`src/rtl/sks_pkg.sv`:
```
// Package for the sorted key set engine: sizes, command and status codes, and the
// control struct from the controller to the datapath. No dependencies.
package sks_pkg;

  localparam int unsigned SET_DEPTH = 64;
  localparam int unsigned KEY_BITS  = 16;
  localparam int unsigned POS_W     = $clog2(SET_DEPTH);
  localparam int unsigned CNT_W     = $clog2(SET_DEPTH + 1);
  localparam int unsigned STATUS_W  = 3;
  localparam int unsigned CMD_W     = 2;

  typedef enum logic [CMD_W-1:0] {
    CMD_INSERT = 2'd0,
    CMD_DELETE = 2'd1,
    CMD_SEARCH = 2'd2,
    CMD_UNUSED = 2'd3
  } cmd_e;

  typedef enum logic [STATUS_W-1:0] {
    ST_INSERTED    = 3'd0,
    ST_DUPLICATE   = 3'd1,
    ST_FULL        = 3'd2,
    ST_DELETED     = 3'd3,
    ST_DEL_MISS    = 3'd4,
    ST_FOUND       = 3'd5,
    ST_SEARCH_MISS = 3'd6
  } status_e;

  typedef struct packed {
    logic load;
    logic exec;
  } sks_ctl_t;

endpackage

```
`src/rtl/sks_ctrl.sv`:
```
// Controller of the sorted key set engine: two-state one-hot machine and the
// output valid flag. Depends on sks_pkg.
module sks_ctrl import sks_pkg::*; (
  input  logic     clk_i,
  input  logic     rst_ni,
  input  logic     in_valid_i,
  output logic     in_ready_o,
  output logic     out_valid_o,
  input  logic     out_ready_i,
  output sks_ctl_t ctl_o
);

  typedef enum logic [1:0] {
    S_IDLE = 2'b01,
    S_EXEC = 2'b10
  } state_e;

  state_e state_q, state_d;
  logic   out_valid_q, out_valid_d;
  logic   out_free;

  assign out_free   = !out_valid_q || out_ready_i;
  assign in_ready_o = (state_q == S_IDLE);
  assign out_valid_o = out_valid_q;

  always_comb begin
    state_d    = state_q;
    ctl_o.load = 1'b0;
    ctl_o.exec = 1'b0;
    unique case (state_q)
      S_IDLE: begin
        if (in_valid_i) begin
          ctl_o.load = 1'b1;
          state_d    = S_EXEC;
        end
      end
      S_EXEC: begin
        if (out_free) begin
          ctl_o.exec = 1'b1;
          state_d    = S_IDLE;
        end
      end
      default: state_d = S_IDLE;
    endcase
  end

  always_comb begin
    out_valid_d = out_valid_q;
    if (ctl_o.exec) begin
      out_valid_d = 1'b1;
    end else if (out_ready_i) begin
      out_valid_d = 1'b0;
    end
  end

  always_ff @(posedge clk_i or negedge rst_ni) begin
    if (!rst_ni) begin
      state_q     <= S_IDLE;
      out_valid_q <= 1'b0;
    end else begin
      state_q     <= state_d;
      out_valid_q <= out_valid_d;
    end
  end

endmodule

```
`src/rtl/sks_datapath.sv`:
```
// Datapath of the sorted key set engine: a row of compare-and-shift cells, the
// key count, position encoding and the output word register. Depends on sks_pkg.
module sks_datapath import sks_pkg::*; (
  input  logic                       clk_i,
  input  logic                       rst_ni,
  input  sks_ctl_t                   ctl_i,
  input  logic [CMD_W-1:0]           cmd_i,
  input  logic signed [KEY_BITS-1:0] key_i,
  output logic [STATUS_W-1:0]        status_o,
  output logic [POS_W-1:0]           position_o,
  output logic [CNT_W-1:0]           count_o
);

  logic signed [KEY_BITS-1:0] cells_q [SET_DEPTH];
  logic signed [KEY_BITS-1:0] cells_d [SET_DEPTH];
  logic signed [KEY_BITS-1:0] key_q;
  cmd_e                       cmd_q;
  logic [CNT_W-1:0]           count_q, count_d;
  logic [STATUS_W-1:0]        status_q;
  logic [POS_W-1:0]           position_q;
  logic [CNT_W-1:0]           out_count_q;

  logic [SET_DEPTH-1:0] less, eq, first;
  logic [POS_W-1:0]     pos;
  logic                 hit, full, do_ins, do_del;
  status_e              status_d;
  logic [POS_W-1:0]     position_d;

  always_comb begin
    for (int i = 0; i < SET_DEPTH; i++) begin
      less[i] = (CNT_W'(i) < count_q) && (cells_q[i] < key_q);
      eq[i]   = (CNT_W'(i) < count_q) && (cells_q[i] == key_q);
    end
  end

  // The less flags form a thermometer code, so the first clear flag marks the
  // sorted position of the key.
  always_comb begin
    pos = '0;
    for (int i = 0; i < SET_DEPTH; i++) begin
      first[i] = ((i == 0) ? 1'b1 : less[(i == 0) ? 0 : i - 1]) && !less[i];
      pos      = pos | (first[i] ? POS_W'(i) : '0);
    end
  end

  assign hit    = |eq;
  assign full   = (count_q == CNT_W'(SET_DEPTH));
  assign do_ins = ctl_i.exec && (cmd_q == CMD_INSERT) && !hit && !full;
  assign do_del = ctl_i.exec && (cmd_q == CMD_DELETE) && hit;

  always_comb begin
    for (int i = 0; i < SET_DEPTH; i++) begin
      cells_d[i] = cells_q[i];
      if (do_ins && !less[i]) begin
        if (first[i]) begin
          cells_d[i] = key_q;
        end else begin
          cells_d[i] = cells_q[(i == 0) ? 0 : i - 1];
        end
      end else if (do_del && !less[i] && (i < SET_DEPTH - 1)) begin
        cells_d[i] = cells_q[(i < SET_DEPTH - 1) ? i + 1 : i];
      end
    end
  end

  always_comb begin
    count_d = count_q;
    if (do_ins) begin
      count_d = count_q + CNT_W'(1);
    end else if (do_del) begin
      count_d = count_q - CNT_W'(1);
    end
  end

  always_comb begin
    position_d = '0;
    unique case (cmd_q)
      CMD_INSERT: begin
        if (hit) begin
          status_d = ST_DUPLICATE;
        end else if (full) begin
          status_d = ST_FULL;
        end else begin
          status_d   = ST_INSERTED;
          position_d = pos;
        end
      end
      CMD_DELETE: begin
        status_d = hit ? ST_DELETED : ST_DEL_MISS;
        if (hit) begin
          position_d = pos;
        end
      end
      default: begin
        status_d = hit ? ST_FOUND : ST_SEARCH_MISS;
        if (hit) begin
          position_d = pos;
        end
      end
    endcase
  end

  always_ff @(posedge clk_i) begin
    if (ctl_i.load) begin
      key_q <= key_i;
      cmd_q <= cmd_e'(cmd_i);
    end
    if (ctl_i.exec) begin
      status_q    <= status_d;
      position_q  <= position_d;
      out_count_q <= count_d;
      for (int i = 0; i < SET_DEPTH; i++) begin
        cells_q[i] <= cells_d[i];
      end
    end
  end

  always_ff @(posedge clk_i or negedge rst_ni) begin
    if (!rst_ni) begin
      count_q <= '0;
    end else begin
      count_q <= count_d;
    end
  end

  assign status_o   = status_q;
  assign position_o = position_q;
  assign count_o    = out_count_q;

endmodule

```
`src/rtl/sorted_key_set_engine.sv`:
```
// Top level of the sorted key set engine: joins the controller and the datapath.
// Depends on sks_pkg, sks_ctrl and sks_datapath.
//
// The block holds up to 64 distinct signed 16-bit keys in ascending order.
// The input channel (in_valid_i, in_ready_o) carries one word per item: a
// command (insert, delete or search) in cmd_i and a key in key_i.
// The output channel (out_valid_o, out_ready_i) returns one word per item:
// status_o, position_o (sorted index, zero on duplicate, full or miss) and
// count_o, the number of keys held after the step.
// An item is handled in order: the word is captured in the idle state, and in
// the execute state every cell compares its key with it in parallel and the
// row shifts up or down by one place. The result is written to the output
// register as the execute state ends, and no new word is taken before that.
// If the receiver stalls, the finished result waits in the output register
// while the next word is still accepted; that word then holds in the execute
// state until the output register frees.
// Reset empties the set and drops any result not yet taken; the cells keep
// stale keys, which are never read before they are rewritten.
module sorted_key_set_engine import sks_pkg::*; (
  input  logic                       clk_i,
  input  logic                       rst_ni,
  input  logic                       in_valid_i,
  output logic                       in_ready_o,
  input  logic [CMD_W-1:0]           cmd_i,
  input  logic signed [KEY_BITS-1:0] key_i,
  output logic                       out_valid_o,
  input  logic                       out_ready_i,
  output logic [STATUS_W-1:0]        status_o,
  output logic [POS_W-1:0]           position_o,
  output logic [CNT_W-1:0]           count_o
);

  sks_ctl_t ctl;

  sks_ctrl u_ctrl (
    .clk_i       (clk_i),
    .rst_ni      (rst_ni),
    .in_valid_i  (in_valid_i),
    .in_ready_o  (in_ready_o),
    .out_valid_o (out_valid_o),
    .out_ready_i (out_ready_i),
    .ctl_o       (ctl)
  );

  sks_datapath u_datapath (
    .clk_i      (clk_i),
    .rst_ni     (rst_ni),
    .ctl_i      (ctl),
    .cmd_i      (cmd_i),
    .key_i      (key_i),
    .status_o   (status_o),
    .position_o (position_o),
    .count_o    (count_o)
  );

endmodule
```
`config.mk`:
```
export PLATFORM = sky130hd
export DESIGN_NAME = sorted_key_set_engine
export DESIGN_NICKNAME = d
export VERILOG_FILES = /design/src/rtl/sks_pkg.sv /design/src/rtl/sks_ctrl.sv /design/src/rtl/sks_datapath.sv /design/src/rtl/sorted_key_set_engine.sv
export SDC_FILE = /design/constraint.sdc
export NUM_CORES = 2
export LEC_CHECK = 0
export ABC_CLOCK_PERIOD_IN_PS = 9300
export BUFFER_PORTS_ARGS = -buffer_cell sky130_fd_sc_hd__buf_2
export CAP_MARGIN = 10
export CORE_ASPECT_RATIO = 1.1
export CORE_UTILIZATION = 35
export DETAILED_ROUTE_END_ITERATION = 16
export SLEW_MARGIN = 30
export SYNTH_ARGS = -nofsm -noshare
export SYNTH_HDL_FRONTEND = slang
export SYNTH_SLANG_ARGS = --single-unit
```
`constraint.sdc`:
```
create_clock -name clk_i -period 9.3 [get_ports clk_i]
set_input_delay 0.465 -clock clk_i [delete_from_list [all_inputs] [get_ports clk_i]]
set_output_delay 0.465 -clock clk_i [all_outputs]
set_load 0.03 [all_outputs]
```
# Word-level counts from Yosys, hierarchy flattened
# Memories as Yosys holds them, arrays and structs flattened.
# Cells that the tools add are included.
# classes
addsub	2
magnitude_cmp	128
eq_ne	70
n_mux	276
n_bitwise	62
n_reduce_logical	395
# ops
op	n
$mux 16	191
$eq 16x16->1	64
$lt 16x16->1	64
$or 6x6->6	62
$logic_and 1x1->1	323
$lt 6x7->1 const A	32
$mux 6	36
$lt 5x7->1 const A	16
$mux 5	16
$logic_not 1->1	67
$reduce_or 64->1	1
$lt 4x7->1 const A	8
$mux 4	8
$lt 3x7->1 const A	4
$mux 3	5
$lt 1x7->1 const A	2
$lt 2x7->1 const A	2
$mux 2	7
$mux 7	2
$mux 1	9
$add 7x1->7 const B	1
$eq 7x7->1 const B	1
$sub 7x1->7 const B	1
$pmux 3 s2	1
9 further kinds	10
# totals
regBits	44
ramBits	1024
inputBits	22
out_inout_bits	18
wordCells	942
mem_count	1
# memory_table
name	words	word_bits	rd	rd_ports_with_merged_regs	write_ports	line	rtl
u_datapath.cells_q	64	16	64	0	64	sks_datapath.sv:14	logic signed [KEY_BITS-1:0] cells_q [SET_DEPTH];

# Depth between registers and ports, before layout
# An unclocked memory read counts as a cell.
# depth
ltp_word	71
depth_mapped	16
mapped_depth_nobuf	11

# Cells and area by module
# A second synthesis with hierarchy kept.
# unflattened
cells_unflattened	7875
area_unflattened_um2	81456.9
# modules_own_cells
mod	instances	cells_each	area_each_um2	seq_area_each_um2
sks_datapath	1	7863	81319.2	31945.6
sks_ctrl	1	12	137.6	76.3

# Worst setup path before layout
# Ideal clock, no wire load.
# synth_path
kind	register -> register
from	reg, netlist name u_datapath.key_q[14]
to	mem u_datapath.cells_q[28][0], enable pin
setup_time_ns	0.409
arrival_time_ns	6.135
required_time_ns	8.891
setup_slack_ns	2.756
stages_incl_launch_ff	16
n_path_buf	4
period_less_slack_ns	6.544
path_cell_list	edfxtp_1 clkinv_1 clkbuf_1 ha_1 and4_1 nand4_1 nor3b_1 or4_1 nor4_1 nand4_2 nor2b_2 buf_4 buf_6 a21oi_1 clkbuf_1 nor3_1
# synth_rtl
element	line
end: declaration	sks_datapath.sv:14

==> impl_metrics.yaml <==
setup_path:
  endpoint: "u_datapath.cells_q[6][5]"
  cp_data_required_time_ps: 9840
  cp_max_fo: 35
  ff2ff_path_depth: 15
  worst_setup_path_end_kind: "flip-flop"
  startpoint: "u_datapath.key_q[15]"
  r2r_start: "u_datapath.key_q[15]"
  r2r-end: "u_datapath.cells_q[6][5]"
  r2r_setup_slack_ps: 2000
  path_class: "flip-flop to flip-flop"
  start_kind: "flip-flop"
  arrival_ps: 7840
routing:
  via_count: 64700
  avgViaCountPerCell: 6.05
  wire_per_inst_um: 28.0
  postRouteAntennaNets: 0
  routed_wl_um: 299000
  drt-initial-drc-count: 6289
  drt_pre_antenna_iters: 6
  drc: 0
global_route:
  grt_usage: 0.248
  first_global_vias: 63700
  grt_pass1_wl_um: 434000
  antenna_found_initial: 15
  grt_max_degree: 66
  grt_overflow_total: 0
final_layout:
  drive_above_1_share: 0.180
  design_area_sq_mm: 0.0893
  area_delta_synth_final_pct: 9.66
  nNetsFinal: 8542
synthesis:
  syn_inst: 7566
  synth_ff_type: "edfxtp_1"
  async_flop_share: 0.00936
  yosysWarnings: 0
  syn-cell-area_sq_mm: 0.0814
  syn_nets: 8616
  synth_area_per_cell_sq_um: 10.8
  yosys.cell_types.count: 89
  synth_seq_cells: 1068
  ys_seq_area_frac: 0.393
  synth_edf_count: 1058
power:
  power_mw: 12.5
  p_leak_nw: 33.8
  power.density_mw_per_mm2: 140
  peakVddDrop_v: 0.000161
cts:
  clock_sinks: 1068
  root_buffer: "clkbuf_16"
  cts_max_level: 3
  holdBufCountCts: 20
  post_cts_resized: 0
  clockBufferDepth: 3
  clkTransAtPathRegs_ps: 60
  post_cts_buffers: 0
  clk_latency_ps: 810
  cts_made_buffers: 118
  cts_tree: "built"
place:
  gp_congestion: 1.01
  place_hpwl_um: 217000
  port_buffers: 39
  place_area_sq_mm: 0.0853
flow_run:
  max_cap_viol_count: 0
timing:
  max_slew_margin: 0.230
  fin_crit_sh: 0.785
  fin_tns_setup_ps: 0
  final-setup-viol-count: 0
  min_period_ps: 7300
  rsz0062_at_grt: "no"
  hold_viol_final: 0
  slew_violations: 0
  worst_pin_slew_ps: 1140
  skew_ps: 57.9
  fmax_mhz: 137
floorplan:
  die_x_um: 462
  core_area_sq_mm: 0.231
  die_h_um: 508
  rows: 185
  dieArea_sq_mm: 0.235
  ioPinCount: 40
  start_util: 0.352
min_path:
  hp-class: "input port to async pin"
status:
  status: "completed"
-- cell type report --
type / count / area (sq um)
multi-input combinational: 5918 / 47000
sequential: 1068 / 32000
clock buffer: 141 / 3070
antenna: 7 / 17.5
clock inverter: 77 / 707
timing repair buffer: 249 / 2050
tap: 3085 / 3860
fill: 22500 / 142000
inverter: 137 / 572
-- worst min-delay path by stage --
stage          startpoint               endpoint  slack [ps]  cells past startpoint
2_1_floorplan      rst_ni     u_ctrl.out_valid_o         170                      0
3_3_place_gp       rst_ni     u_ctrl.out_valid_o         390                      1
3_5_place_dp       rst_ni      u_ctrl.state_q[1]         400                      1
4_1_cts            rst_ni  u_datapath.count_q[0]          90                      2
5_1_grt            rst_ni  u_datapath.count_q[0]         140                      2
6_report           rst_ni  u_datapath.count_q[0]         130                      2
-- where the power goes --
part | total [mW] | switching, mW | internal [mW]
registers | 5.45 | 0.104 | 5.34
clock network | 4.81 | 2.16 | 2.65
logic | 2.22 | 1.49 | 0.728
-- per-stage QoR --
| stage | worst slack (ps) | instances | util | hold slack (ps) |
|---|---|---|---|---|
| 2_1_floorplan | 2760 | 7566 | - | 169 |
| 3_3_place_gp | 2130 | 10400 | 0.369 | 390 |
| 3_5_place_dp | 2210 | 10400 | 0.369 | 400 |
| 4_1_cts | 2230 | 10700 | 0.386 | 87.6 |
| 5_1_grt | 2060 | 10700 | 0.387 | 135 |
| 6_report | 2000 | 10700 | 0.387 | 129 |
-- Yosys cell counts (43+ instances only) --
library cell / n / area share
nand4_1: 218 / 0.017
inv_1: 122 / 0.0056
a21oi_1: 1039 / 0.064
o21ai_0: 475 / 0.029
ha_1: 1028 / 0.16
a21oi_2: 60 / 0.0065
clkbuf_1: 286 / 0.013
nor4_1: 43 / 0.0033
buf_2: 50 / 0.0031
edfxtp_1: 1058 / 0.39
nand3_1: 67 / 0.0041
nor2b_1: 72 / 0.0055
mux2_1: 252 / 0.035
and2_1: 50 / 0.0038
mux2i_1: 219 / 0.027
o211ai_1: 59 / 0.0054
nand2_1: 569 / 0.026
nor2_1: 369 / 0.017
a21o_1: 129 / 0.012
mux2_2: 753 / 0.10
-- critical path, cell delays in order (launching register included) --
cell,delay [ps]
edfxtp_1,350
buf_4,330
inv_4,620
buf_12,370
buf_4,270
ha_1,280
nand4_1,140
nor4_1,100
a22oi_1,850
nand4_1,280
nor4_2,460
nand4_2,570
nand2b_4,600
buf_12,370
nor2_2,790
mux2_2,420
-- registers in the layout, indices dropped and copies added, names as in the netlist --
register	cells
u_ctrl.out_valid_o	1
u_datapath.key_q	16
u_ctrl.state_q	2
u_datapath.position_o	6
u_datapath.count_o	7
u_datapath.cells_q	1024
u_datapath.cmd_q	2
u_datapath.status_o	3
u_datapath.count_q	7
-- logic make-up (layout without fill, tap and decap cells) --
kind of cell,count (synthesis),count (layout),share of synthesized area
xor+xnor,6,6,0.000645
compound gates,2030,2030,0.143
flops,1068,1068,0.393
other cells,0,7,0
mux,1224,1224,0.166
simple gates,1630,1630,0.104
fa+ha+maj,1028,1028,0.158
buf+inv,580,604,0.0348
-- cells in the final DEF, fill, tap and decap left out, types with 34 or more instances in the layout --
cell type / n
a21o_1: 129
a21oi_1: 1032
a21oi_2: 66
and2_1: 50
buf_2: 39
buf_4: 172
clkbuf_16: 119
edfxtp_1: 1058
ha_1: 1028
inv_1: 122
mux2_1: 252
mux2_2: 753
mux2i_1: 199
nand2_1: 566
nand2b_1: 41
nand3_1: 67
nand4_1: 218
nor2_1: 362
nor2_8: 34
nor2b_1: 71
nor4_1: 37
o211ai_1: 59
o21a_1: 34
o21ai_0: 470
-- per-layer routing --
layer,GRT usage,wire length (um),vias to the layer above
li1,-,-,28900
met1,0.308,118000,31900
met2,0.394,135000,3026
met3,0.0384,22200,823
met4,0.174,23500,14
met5,0,115,-
(Power assumes the default switching activity.)
